<file path="config.mk">
export PLATFORM = sky130hd
export DESIGN_NAME = differential_drive_joystick_mixer_unit
export DESIGN_NICKNAME = d
export VERILOG_FILES = /design/src/ddjm_pkg.sv /design/src/differential_drive_joystick_mixer_unit.sv /design/src/ddjm_piv_div.sv
export SDC_FILE = /design/constraint.sdc
export NUM_CORES = 2
export LEC_CHECK = 0
export ABC_AREA = 0
export BUFFER_PORTS_ARGS = -buffer_cell sky130_fd_sc_hd__buf_2
export CORE_ASPECT_RATIO = 0.8
export CORE_MARGIN = 2
export CORE_UTILIZATION = 67
export CTS_BUF_LIST = sky130_fd_sc_hd__clkbuf_8
export CTS_CLUSTER_DIAMETER = 200
export DETAILED_ROUTE_END_ITERATION = 12
export PLACE_DENSITY = 0.85
export SLEW_MARGIN = 20
export SYNTH_ARGS = -nofsm -noshare
export SYNTH_HDL_FRONTEND = slang
export SYNTH_SLANG_ARGS = --single-unit
</file>
<file path="constraint.sdc">
create_clock -name clk_i -period 12.8 [get_ports clk_i]
set_clock_uncertainty 0.15 [all_clocks]
set_input_delay 0 -clock clk_i [delete_from_list [all_inputs] [get_ports clk_i]]
set_output_delay 0 -clock clk_i [all_outputs]
set_load 0.005 [all_outputs]
</file>
<file path="src/ddjm_pkg.sv">
package ddjm_pkg;

  // Field and datapath widths
  localparam int AXIS_W   = 16;
  localparam int SPEED_W  = 10;
  localparam int PIVOT_W  = 7;
  localparam int DRIVE_W  = 11;
  localparam int STEER_W  = 9;   // steer -126..128, throttle -128..126, premix base -1..127
  localparam int PIV_W    = 10;  // pivot term, +/- steer
  localparam int WEIGHT_W = 17;  // pivot weight, Q1.16, 0..65536
  localparam int MUL_A_W  = 20;
  localparam int MUL_B_W  = 18;
  localparam int PROD_W   = MUL_A_W + MUL_B_W;
  localparam int MIX_W    = 10;
  localparam int MAG_W    = 19;  // |max_speed * (2*mix + 1)|
  localparam int CFG_A_W  = 2;
  localparam int AXIS_IN_W  = 2 * AXIS_W;
  localparam int DRIVE_PAD  = 24 - 2 * DRIVE_W;

  localparam logic [2:0]          DECIM_PERIOD    = 3'd7;
  localparam logic [STEER_W-1:0]  PREMIX_FULL     = 9'sd127;
  localparam logic [SPEED_W-1:0]  MAX_SPEED_RST   = 10'd250;
  localparam logic [PIVOT_W-1:0]  PIVOT_LIMIT_RST = 7'd32;
  localparam logic [WEIGHT_W-1:0] WEIGHT_ONE      = 17'h10000;
  localparam logic [MUL_B_W-1:0]  RECIP_255       = 18'd32897;  // ceil(2^23 / 255)
  localparam int                  RECIP_SHIFT     = 23;
  localparam int                  MIX_SHIFT       = 23;
  localparam logic [PROD_W-1:0]   MIX_ROUND       = 38'h00007FFFFF;

  localparam logic [CFG_A_W-1:0] CFG_MAX_SPEED   = 2'd0;
  localparam logic [CFG_A_W-1:0] CFG_PIVOT_LIMIT = 2'd1;

  typedef enum logic [3:0] {
    ST_IDLE,
    ST_PREP,
    ST_DIV,
    ST_MB,
    ST_MT1,
    ST_MT2,
    ST_MIX,
    ST_MSP,
    ST_MQ,
    ST_FIX,
    ST_OUT
  } state_e;

endpackage

</file>
<file path="src/differential_drive_joystick_mixer_unit.sv">
// Differential-drive joystick mixer.
//
// Input stream (s_axis_*): one beat per joystick sample, steering and throttle
// axes in Q1.15. Output stream (m_axis_*): one beat with the left and right
// motor commands, each in -max_speed..+max_speed. Every seventh sample is
// dropped by the decimation counter and gives no output beat.
// Configuration: cfg_we_i writes register cfg_addr_i (0 max_speed, 1 pivot
// limit) with cfg_wdata_i; other indexes are ignored. Write only while idle.
//
// Timing: one shared 20x18 multiplier runs a seven-step sequence per motor.
// With pivot blending the serial pivot-weight divider runs before the motor
// sequence. A dropped sample leaves the sequencer idle. s_axis_tready is high
// only while the sequencer is idle, so one sample is in flight at a time and
// the next one is not taken until the last one has been passed on to the
// output register.
// The output beat sits in its own register: a stalled receiver does not stop
// the next sample from being accepted and processed; the sequencer holds its
// finished result until the output register frees up.
// Reset clears the decimation counter, the output valid and the sequencer,
// and restores max_speed to 250 and pivot limit to 32.
module differential_drive_joystick_mixer_unit (
  input  logic                          clk_i,
  input  logic                          rst_ni,
  input  logic                          s_axis_tvalid,
  output logic                          s_axis_tready,
  input  logic [ddjm_pkg::AXIS_IN_W-1:0] s_axis_tdata,   // axis_x[15:0], axis_y[31:16]
  output logic                          m_axis_tvalid,
  input  logic                          m_axis_tready,
  output logic [23:0]                   m_axis_tdata,   // left_drive[10:0], right_drive[21:11]
  input  logic                          cfg_we_i,
  input  logic [ddjm_pkg::CFG_A_W-1:0]  cfg_addr_i,
  input  logic [ddjm_pkg::SPEED_W-1:0]  cfg_wdata_i
);
  import ddjm_pkg::*;

  // Map a Q1.15 axis term to an integer, truncating toward zero.
  function automatic logic signed [STEER_W-1:0] axis_map(input logic signed [25:0] num);
    logic signed [25:0] adj;
    adj = num[25] ? num + 26'sd65535 : num;
    return STEER_W'(adj >>> 16);
  endfunction

  state_e state_q, state_d;

  logic [2:0]           dec_cnt_q, dec_cnt_d;
  logic [SPEED_W-1:0]   max_speed_q;
  logic [PIVOT_W-1:0]   pivot_limit_q;

  logic signed [STEER_W-1:0] x_q, y_q, base_l_q, base_r_q;
  logic [WEIGHT_W-1:0]       s_q;
  logic signed [PROD_W-1:0]  prod_q, acc_q;
  logic signed [MIX_W-1:0]   mix_q;
  logic                      neg_q, side_q;
  logic [DRIVE_W-1:0]        left_q, right_q;
  logic                      out_valid_q;
  logic [DRIVE_W-1:0]        out_left_q, out_right_q;

  logic                      in_beat, out_free, keep_sample;
  logic [2:0]                dec_inc;
  logic signed [25:0]        ax_ext, ay_ext;
  logic signed [STEER_W-1:0] x_new, y_new;

  logic [STEER_W-1:0]        y_abs;
  logic                      piv_on;
  logic [PIVOT_W-1:0]        div_num;
  logic                      div_start, div_done;
  logic [WEIGHT_W-1:0]       div_quot;
  logic signed [STEER_W-1:0] base_a, base_b;

  logic signed [MUL_A_W-1:0] mul_a;
  logic signed [MUL_B_W-1:0] mul_b;
  logic signed [PROD_W-1:0]  mul_p;
  logic signed [STEER_W-1:0] base_sel;
  logic signed [PIV_W-1:0]   x_ext, pivot;
  logic [WEIGHT_W-1:0]       w_inv;
  logic signed [DRIVE_W-1:0] mix_odd;
  logic [PROD_W-1:0]         prod_abs;

  logic signed [PROD_W-1:0]  mix_sum, mix_adj;
  logic [DRIVE_W-1:0]        q_est, q_fix, q_clamp, drv;
  logic [MAG_W-1:0]          q255;
  logic signed [MAG_W+1:0]   rem_chk;

  assign in_beat  = s_axis_tvalid && s_axis_tready;
  assign out_free = !out_valid_q || m_axis_tready;

  // decimation: count 0..6, drop the sample that would bring it to 7
  assign dec_inc     = dec_cnt_q + 3'd1;
  assign keep_sample = dec_inc != DECIM_PERIOD;

  always_comb begin
    dec_cnt_d = dec_cnt_q;
    if (in_beat) begin
      dec_cnt_d = keep_sample ? dec_inc : '0;
    end
  end

  // steer = trunc((32768 - 255*ax) / 65536), throttle = trunc((255*ay - 32768) / 65536)
  assign ax_ext = {{10{s_axis_tdata[AXIS_W-1]}}, s_axis_tdata[AXIS_W-1:0]};
  assign ay_ext = {{10{s_axis_tdata[AXIS_IN_W-1]}}, s_axis_tdata[AXIS_IN_W-1:AXIS_W]};
  assign x_new  = axis_map(26'sd32768 - ((ax_ext <<< 8) - ax_ext));
  assign y_new  = axis_map(((ay_ext <<< 8) - ay_ext) - 26'sd32768);

  // pivot weight setup and premix bases
  assign y_abs   = y_q[STEER_W-1] ? STEER_W'(-y_q) : y_q;
  assign piv_on  = (pivot_limit_q != '0) && (y_abs <= {2'b00, pivot_limit_q});
  assign div_num = pivot_limit_q - y_abs[PIVOT_W-1:0];
  assign base_a  = x_q[STEER_W-1] ? PREMIX_FULL + x_q : PREMIX_FULL;
  assign base_b  = x_q[STEER_W-1] ? PREMIX_FULL : PREMIX_FULL - x_q;

  ddjm_piv_div u_div (
    .clk_i   (clk_i),
    .rst_ni  (rst_ni),
    .start_i (div_start),
    .num_i   (div_num),
    .den_i   (pivot_limit_q),
    .done_o  (div_done),
    .quot_o  (div_quot)
  );

  // next state
  always_comb begin
    state_d = state_q;
    case (state_q)
      ST_IDLE: if (in_beat && keep_sample) state_d = ST_PREP;
      ST_PREP: state_d = piv_on ? ST_DIV : ST_MB;
      ST_DIV:  if (div_done) state_d = ST_MB;
      ST_MB:   state_d = ST_MT1;
      ST_MT1:  state_d = ST_MT2;
      ST_MT2:  state_d = ST_MIX;
      ST_MIX:  state_d = ST_MSP;
      ST_MSP:  state_d = ST_MQ;
      ST_MQ:   state_d = ST_FIX;
      ST_FIX:  state_d = side_q ? ST_OUT : ST_MB;
      ST_OUT:  if (out_free) state_d = ST_IDLE;
      default: state_d = ST_IDLE;
    endcase
  end

  assign base_sel = side_q ? base_r_q : base_l_q;
  assign x_ext    = {{(PIV_W-STEER_W){x_q[STEER_W-1]}}, x_q};
  assign pivot    = side_q ? -x_ext : x_ext;
  assign w_inv    = WEIGHT_ONE - s_q;
  assign mix_odd  = {mix_q, 1'b1};
  assign prod_abs = prod_q[PROD_W-1] ? PROD_W'(-prod_q) : prod_q;

  // control outputs and shared multiplier operands
  always_comb begin
    s_axis_tready = 1'b0;
    div_start     = 1'b0;
    mul_a         = '0;
    mul_b         = '0;
    case (state_q)
      ST_IDLE: s_axis_tready = 1'b1;
      ST_PREP: div_start = piv_on;
      ST_MB: begin
        // premix product base * throttle
        mul_a = {{(MUL_A_W-STEER_W){base_sel[STEER_W-1]}}, base_sel};
        mul_b = {{(MUL_B_W-STEER_W){y_q[STEER_W-1]}}, y_q};
      end
      ST_MT1: begin
        mul_a = {{(MUL_A_W-WEIGHT_W){1'b0}}, w_inv};
        mul_b = prod_q[MUL_B_W-1:0];
      end
      ST_MT2: begin
        mul_a = {{(MUL_A_W-WEIGHT_W){1'b0}}, s_q};
        mul_b = {{(MUL_B_W-PIV_W){pivot[PIV_W-1]}}, pivot};
      end
      ST_MSP: begin
        mul_a = {{(MUL_A_W-SPEED_W){1'b0}}, max_speed_q};
        mul_b = {{(MUL_B_W-DRIVE_W){mix_odd[DRIVE_W-1]}}, mix_odd};
      end
      ST_MQ: begin
        // divide by 255 through the reciprocal, corrected in ST_FIX
        mul_a = {{(MUL_A_W-MAG_W){1'b0}}, prod_abs[MAG_W-1:0]};
        mul_b = RECIP_255;
      end
      default: ;
    endcase
  end

  assign mul_p = mul_a * mul_b;

  // mix = trunc((t1 + 128*s*pivot) / 2^23)
  assign mix_sum = acc_q + (prod_q <<< 7);
  assign mix_adj = mix_sum[PROD_W-1] ? mix_sum + MIX_ROUND : mix_sum;

  // estimate is floor(mag/255) or one above it
  assign q_est   = prod_q[RECIP_SHIFT+DRIVE_W-1:RECIP_SHIFT];
  assign q255    = {q_est, 8'b0} - {{(MAG_W-DRIVE_W){1'b0}}, q_est};
  assign rem_chk = $signed({2'b00, acc_q[MAG_W-1:0]}) - $signed({2'b00, q255});
  assign q_fix   = rem_chk[MAG_W+1] ? q_est - 11'd1 : q_est;
  assign q_clamp = (q_fix > {1'b0, max_speed_q}) ? {1'b0, max_speed_q} : q_fix;
  assign drv     = neg_q ? DRIVE_W'(-q_clamp) : q_clamp;

  always_ff @(posedge clk_i or negedge rst_ni) begin
    if (!rst_ni) begin
      state_q       <= ST_IDLE;
      dec_cnt_q     <= '0;
      max_speed_q   <= MAX_SPEED_RST;
      pivot_limit_q <= PIVOT_LIMIT_RST;
      out_valid_q   <= 1'b0;
    end else begin
      state_q   <= state_d;
      dec_cnt_q <= dec_cnt_d;
      if (cfg_we_i) begin
        case (cfg_addr_i)
          CFG_MAX_SPEED:   max_speed_q   <= cfg_wdata_i;
          CFG_PIVOT_LIMIT: pivot_limit_q <= cfg_wdata_i[PIVOT_W-1:0];
          default: ;
        endcase
      end
      if (state_q == ST_OUT && out_free) begin
        out_valid_q <= 1'b1;
      end else if (m_axis_tready) begin
        out_valid_q <= 1'b0;
      end
    end
  end

  // datapath, advanced by the sequencer
  always_ff @(posedge clk_i) begin
    case (state_q)
      ST_IDLE: begin
        if (in_beat) begin
          x_q <= x_new;
          y_q <= y_new;
        end
      end
      ST_PREP: begin
        side_q   <= 1'b0;
        base_l_q <= y_q[STEER_W-1] ? base_b : base_a;
        base_r_q <= y_q[STEER_W-1] ? base_a : base_b;
        if (!piv_on) s_q <= '0;
      end
      ST_DIV: begin
        if (div_done) s_q <= div_quot;
      end
      ST_MB, ST_MT1, ST_MSP: prod_q <= mul_p;
      ST_MT2: begin
        acc_q  <= prod_q;
        prod_q <= mul_p;
      end
      ST_MIX: mix_q <= MIX_W'(mix_adj >>> MIX_SHIFT);
      ST_MQ: begin
        acc_q  <= prod_abs;
        neg_q  <= prod_q[PROD_W-1];
        prod_q <= mul_p;
      end
      ST_FIX: begin
        if (side_q) begin
          right_q <= drv;
        end else begin
          left_q <= drv;
          side_q <= 1'b1;
        end
      end
      ST_OUT: begin
        if (out_free) begin
          out_left_q  <= left_q;
          out_right_q <= right_q;
        end
      end
      default: ;
    endcase
  end

  assign m_axis_tvalid = out_valid_q;
  assign m_axis_tdata  = {{DRIVE_PAD{1'b0}}, out_right_q, out_left_q};

endmodule

</file>
<file path="src/ddjm_piv_div.sv">
// Restoring divider for the pivot weight: quot = floor(num * 2^16 / den), num <= den.
// One quotient bit per cycle, WEIGHT_W quotient bits per division.
module ddjm_piv_div (
  input  logic                             clk_i,
  input  logic                             rst_ni,
  input  logic                             start_i,
  input  logic [ddjm_pkg::PIVOT_W-1:0]     num_i,
  input  logic [ddjm_pkg::PIVOT_W-1:0]     den_i,
  output logic                             done_o,
  output logic [ddjm_pkg::WEIGHT_W-1:0]    quot_o
);
  import ddjm_pkg::*;

  logic [PIVOT_W:0]    rem_q, rem_d;
  logic [WEIGHT_W-1:0] quot_q, quot_d;
  logic [4:0]          cnt_q, cnt_d;
  logic                busy_q, busy_d;
  logic                done_q, done_d;
  logic                ge;
  logic [PIVOT_W:0]    diff;

  always_comb begin
    ge     = rem_q >= {1'b0, den_i};
    diff   = ge ? rem_q - {1'b0, den_i} : rem_q;
    rem_d  = rem_q;
    quot_d = quot_q;
    cnt_d  = cnt_q;
    busy_d = busy_q;
    done_d = 1'b0;
    if (start_i) begin
      rem_d  = {1'b0, num_i};
      quot_d = '0;
      cnt_d  = 5'(WEIGHT_W);
      busy_d = 1'b1;
    end else if (busy_q) begin
      // remainder stays below den, so one shift fits
      rem_d  = {diff[PIVOT_W-1:0], 1'b0};
      quot_d = {quot_q[WEIGHT_W-2:0], ge};
      cnt_d  = cnt_q - 5'd1;
      if (cnt_q == 5'd1) begin
        busy_d = 1'b0;
        done_d = 1'b1;
      end
    end
  end

  always_ff @(posedge clk_i or negedge rst_ni) begin
    if (!rst_ni) begin
      cnt_q  <= '0;
      busy_q <= 1'b0;
      done_q <= 1'b0;
    end else begin
      cnt_q  <= cnt_d;
      busy_q <= busy_d;
      done_q <= done_d;
    end
  end

  always_ff @(posedge clk_i) begin
    rem_q  <= rem_d;
    quot_q <= quot_d;
  end

  assign done_o = done_q;
  assign quot_o = quot_q;

endmodule

</file>
==> results <==
- The transition time of the tightest slew-check pin is ~1100 ps.
- The root buffer cell is sky130_fd_sc_hd__clkbuf_8.
- Timing analysis after detailed placement gives a worst setup slack of 2942 ps.
- The number of CTS-inserted buffers is 41.
- The endpoint arrival time on the critical path is 10180 ps.
- The worst hold path endpoint is y_q[3].
- A synthesized cell averages 9.100 sq um.
- The instance count of the mapped netlist is roughly 3400.
- The die area is 48410 sq um.
- Counting instances, the worst hold path has a depth of 5.
- The source of the worst hold timing path is s_axis_tdata[16].
- The global-route wire length before repair is 142900 um.
- The final core utilization is 0.7269.
- The sequential-to-total area share from yosys stat is 0.2219.
- The worst setup path is captured at a register.
- The clock passes through at most 3 buffers.
- The largest fanout of any net on the critical path is 28.
- Input and output buffers added on the ports amount to 72.
- STA puts the critical path data required time at 12940 ps.
- On the critical path, the stage with the largest delay is an instance of sky130_fd_sc_hd__dfrtp_1.
- The async set-or-reset flop fraction in the synthesized netlist is 0.1322.
- For this configuration, the core starts out at a cell density of 0.6811.
- The highest cell delay on the worst timing path is approximately 900 ps.
- The total congestion overflow after global routing is 0.
- Counting flops and latches in the post-synthesis netlist gives 242.
- Summed over all failing endpoints, the final setup total negative slack is 0 ps.
- For this block, the via count after detailed routing is between 20000 and 30000.
- The die is 245.5 um wide.
- The number of endpoints with negative hold slack in the final report came to 0.
- The congestion estimate from routability-driven global placement came to 1.037.
- The beginning of the worst register-to-register path is state_q[0].
- The final-report max-slew violation count was 0.
- The main flop type after synthesis is sky130_fd_sc_hd__edfxtp_1.
- The number of gates resized after CTS was 0.
- Setup repair after global routing left no endpoint under its margin.
- Sorting the synthesized cells by area gives the leading types as sky130_fd_sc_hd__fa_1 23%, sky130_fd_sc_hd__edfxtp_1 18%, sky130_fd_sc_hd__ha_1 10%.
- The routed length per placed instance is between 20 and 25 um.
- The DRC marker count from the first detailed-route iteration is 2829.
- The clock input transition at the sequential cells of the worst setup and hold paths is 70 ps.
- The critical path in this run is classified as register to register.
- The number of design rule violations left after detail routing is 0.
- The min-delay analysis places its worst path in the category primary input to register.
- After layout, the minimum clock period comes to 10040 ps.
- Headroom to the max-slew limit came out at 0.2361.
- The number of iterations in the first detailed-routing pass is 7.
- The total wire length is 89410 um.
- The distinct cell type count after synthesis is 90.
- The worst setup path is launched from a register.
- The family with the most delay on the worst path is adder cells.
- The clock latency on the worst-skew pair is 580 ps.
- Of the cells placed in the final design, the portion with a size suffix greater than 1 is 0.06461.
- In this run the register-to-register setup slack is 2760 ps.
- The minimum setup slack in the final design is 2764 ps.
- Dividing the detail-routed via count by the number of cells gives between 6 and 7.
- The total routing resource utilization after global routing is 0.3784.
- The die extent in y is 197.2 um.
- The number of placed I/O pins is 75.
- The number of global-route vias before repair came to 26740.
- The setup-violating endpoint count in the final report is 0.
- The floorplan has 70 rows.
- In this run the remaining antenna-violating nets after routing total 0.
- The run finished with clean final reports.
- Detailed placement ended at an HPWL of 70540 um.
- The number of H-tree levels is 2.
- The maximum clock frequency is ~100 MHz.
- The TritonCTS clock tree is yes.
- In this run, synthesis inferred approximately 190 flip-flops with an integrated enable.
- The post-route clock period utilization is 0.7840.
- The number of antenna violations at the first check in global routing is 1.
- The final net count is 4173.
- Of the post-synthesis cell area, the dominant cell type holds 0.2338.
- The synthesized netlist occupies a cell area of 31260 sq um.
- The worst register-to-register path ends at prod_q[37].
- Yosys printed 0 warnings.
- Entering global routing, the biggest net connects 48 pins.
- Across the run, the number of max-cap violations was 0.
- The core region is about 46000 sq um.
- The worst reg-to-reg path cell count is 28.
- The most used cell along the critical path is sky130_fd_sc_hd__fa_1.
- The leading area contributor after synthesis is sky130_fd_sc_hd__fa_1.
- The synthesis-to-layout area growth is 6.716%.
- The number of buffers and inverters on the critical path is 5.
- The CTS sink count is 242.
- After clock tree synthesis, the setup repair step added 0 buffers.
-- worst register-to-register path: cells and delay by family (launching register included) --
kind | cells | cell delay [ps]
XOR/XNOR | 1 | 120
buffers and inverters | 5 | 280
flip-flops | 1 | 920
adder cells (fa/ha/maj) | 7 | 3520
AND/OR/NAND/NOR | 5 | 1280
AO/OA/AOI/OAI | 10 | 3490
-- layout make-up --
cell class	instances	area, sq um
fill	3340	12540
timing repair buffer	140	965.9
sequential	242	6937
clock buffer	43	591.8
tap	612	765.7
inverter	589	2211
antenna	1	2.502
clock inverter	30	175.2
multi-input combinational	2485	21710
-- sequential cells by signal (all words and copies together) (netlist names), 3 cells and up --
name	cells
u_div.rem_q	8
state_q	4
pivot_limit_q	7
base_l_q	9
base_r_q	9
u_div.cnt_q	5
out_right_q	11
mix_q	10
y_q	9
right_q	11
s_q	17
x_q	9
out_left_q	11
dec_cnt_q	3
max_speed_q	10
prod_q	38
u_div.quot_o	17
acc_q	38
left_q	11
-- cell families after synthesis --
group | count (synthesis) | synth area share
xor+xnor | 221 | 0.06192
simple gates | 1040 | 0.1586
mux | 46 | 0.01521
other cells | 1 | 0.0001200
flops | 242 | 0.2219
fa+ha+maj | 625 | 0.3378
buf+inv | 709 | 0.08634
compound gates | 551 | 0.1181
-- repair_timing --
| item | CTS | global route |
|---|---|---|
| endpoints found under the hold margin | 59 | 0 |
| hold buffers | 34 | 0 |
| endpoints found under the setup margin | 0 | 0 |
-- worst max-delay path by stage --
stage | from | cells after the start | endpoint
6_report | state_q[0] | 28 | prod_q[37]
5_1_grt | state_q[0] | 27 | prod_q[35]
4_1_cts | prod_q[2] | 30 | prod_q[37]
3_5_place_dp | prod_q[2] | 30 | prod_q[37]
3_3_place_gp | prod_q[2] | 30 | prod_q[37]
2_1_floorplan | prod_q[2] | 30 | prod_q[34]
-- layout by cell type (no fill, tap or decap), drive strengths merged, types with 19 or more instances in the layout --
master,count
nor4,19
dfrtp,25
nor3,53
and3,23
a21oi,124
fa,365
xor2,77
clkbuf,43
buf,107
o211ai,25
dlygate4sd3,33
edfxtp,192
a21o,43
ha,260
o21ai,120
xnor2,144
and2,52
a211oi,24
nor2,293
mux2i,34
or3,28
nor2b,38
o21a,23
inv,603
nand3,42
a31oi,30
nand2,355
nand2b,53
-- cell usage after synthesis (15+ instances only) --
| cell | instances |
|---|---|
| sky130_fd_sc_hd__a21o_1 | 43 |
| sky130_fd_sc_hd__and3_1 | 23 |
| sky130_fd_sc_hd__nor2b_1 | 38 |
| sky130_fd_sc_hd__xor2_1 | 77 |
| sky130_fd_sc_hd__inv_1 | 588 |
| sky130_fd_sc_hd__a31oi_1 | 30 |
| sky130_fd_sc_hd__o211ai_1 | 24 |
| sky130_fd_sc_hd__edfxtp_1 | 192 |
| sky130_fd_sc_hd__nor4_1 | 17 |
| sky130_fd_sc_hd__a211oi_1 | 24 |
| sky130_fd_sc_hd__nor3_1 | 53 |
| sky130_fd_sc_hd__nand3_1 | 42 |
| sky130_fd_sc_hd__fa_1 | 365 |
| sky130_fd_sc_hd__mux2i_1 | 34 |
| sky130_fd_sc_hd__a21oi_1 | 124 |
| sky130_fd_sc_hd__or3_1 | 25 |
| sky130_fd_sc_hd__ha_1 | 260 |
| sky130_fd_sc_hd__and2_1 | 52 |
| sky130_fd_sc_hd__nor2_1 | 293 |
| sky130_fd_sc_hd__clkbuf_1 | 95 |
| sky130_fd_sc_hd__o31ai_1 | 15 |
| sky130_fd_sc_hd__dfxtp_1 | 18 |
| sky130_fd_sc_hd__o21a_1 | 23 |
| sky130_fd_sc_hd__dfrtp_1 | 25 |
| sky130_fd_sc_hd__nand2b_1 | 52 |
| sky130_fd_sc_hd__nand2_1 | 354 |
| sky130_fd_sc_hd__o21ai_0 | 117 |
| sky130_fd_sc_hd__nand4_1 | 16 |
| sky130_fd_sc_hd__xnor2_1 | 144 |
-- stage by stage --
stage	cell area (sq um)	hold slack, ps	std cells
5_1_grt	33360	95.56	4141
3_3_place_gp	32220	-70.57	4034
2_1_floorplan	31260	-445.6	3436
4_1_cts	33340	53.87	4141
3_5_place_dp	32220	-48.87	4034
6_report	33360	89.96	4142
-- routing by layer --
layer	routed length [um]	share of wire	vias to the layer above	GRT usage
met1	34850	0.39	12560	0.5163
li1	-	-	11490	-
met4	4093	0.046	0	0.1589
met3	11770	0.13	328	0.1076
met5	0	0	-	0
met2	38690	0.43	1662	0.5696
Power is not shown: default switching activity piles up to over one toggle a cycle in this logic, so the estimate is an artifact.
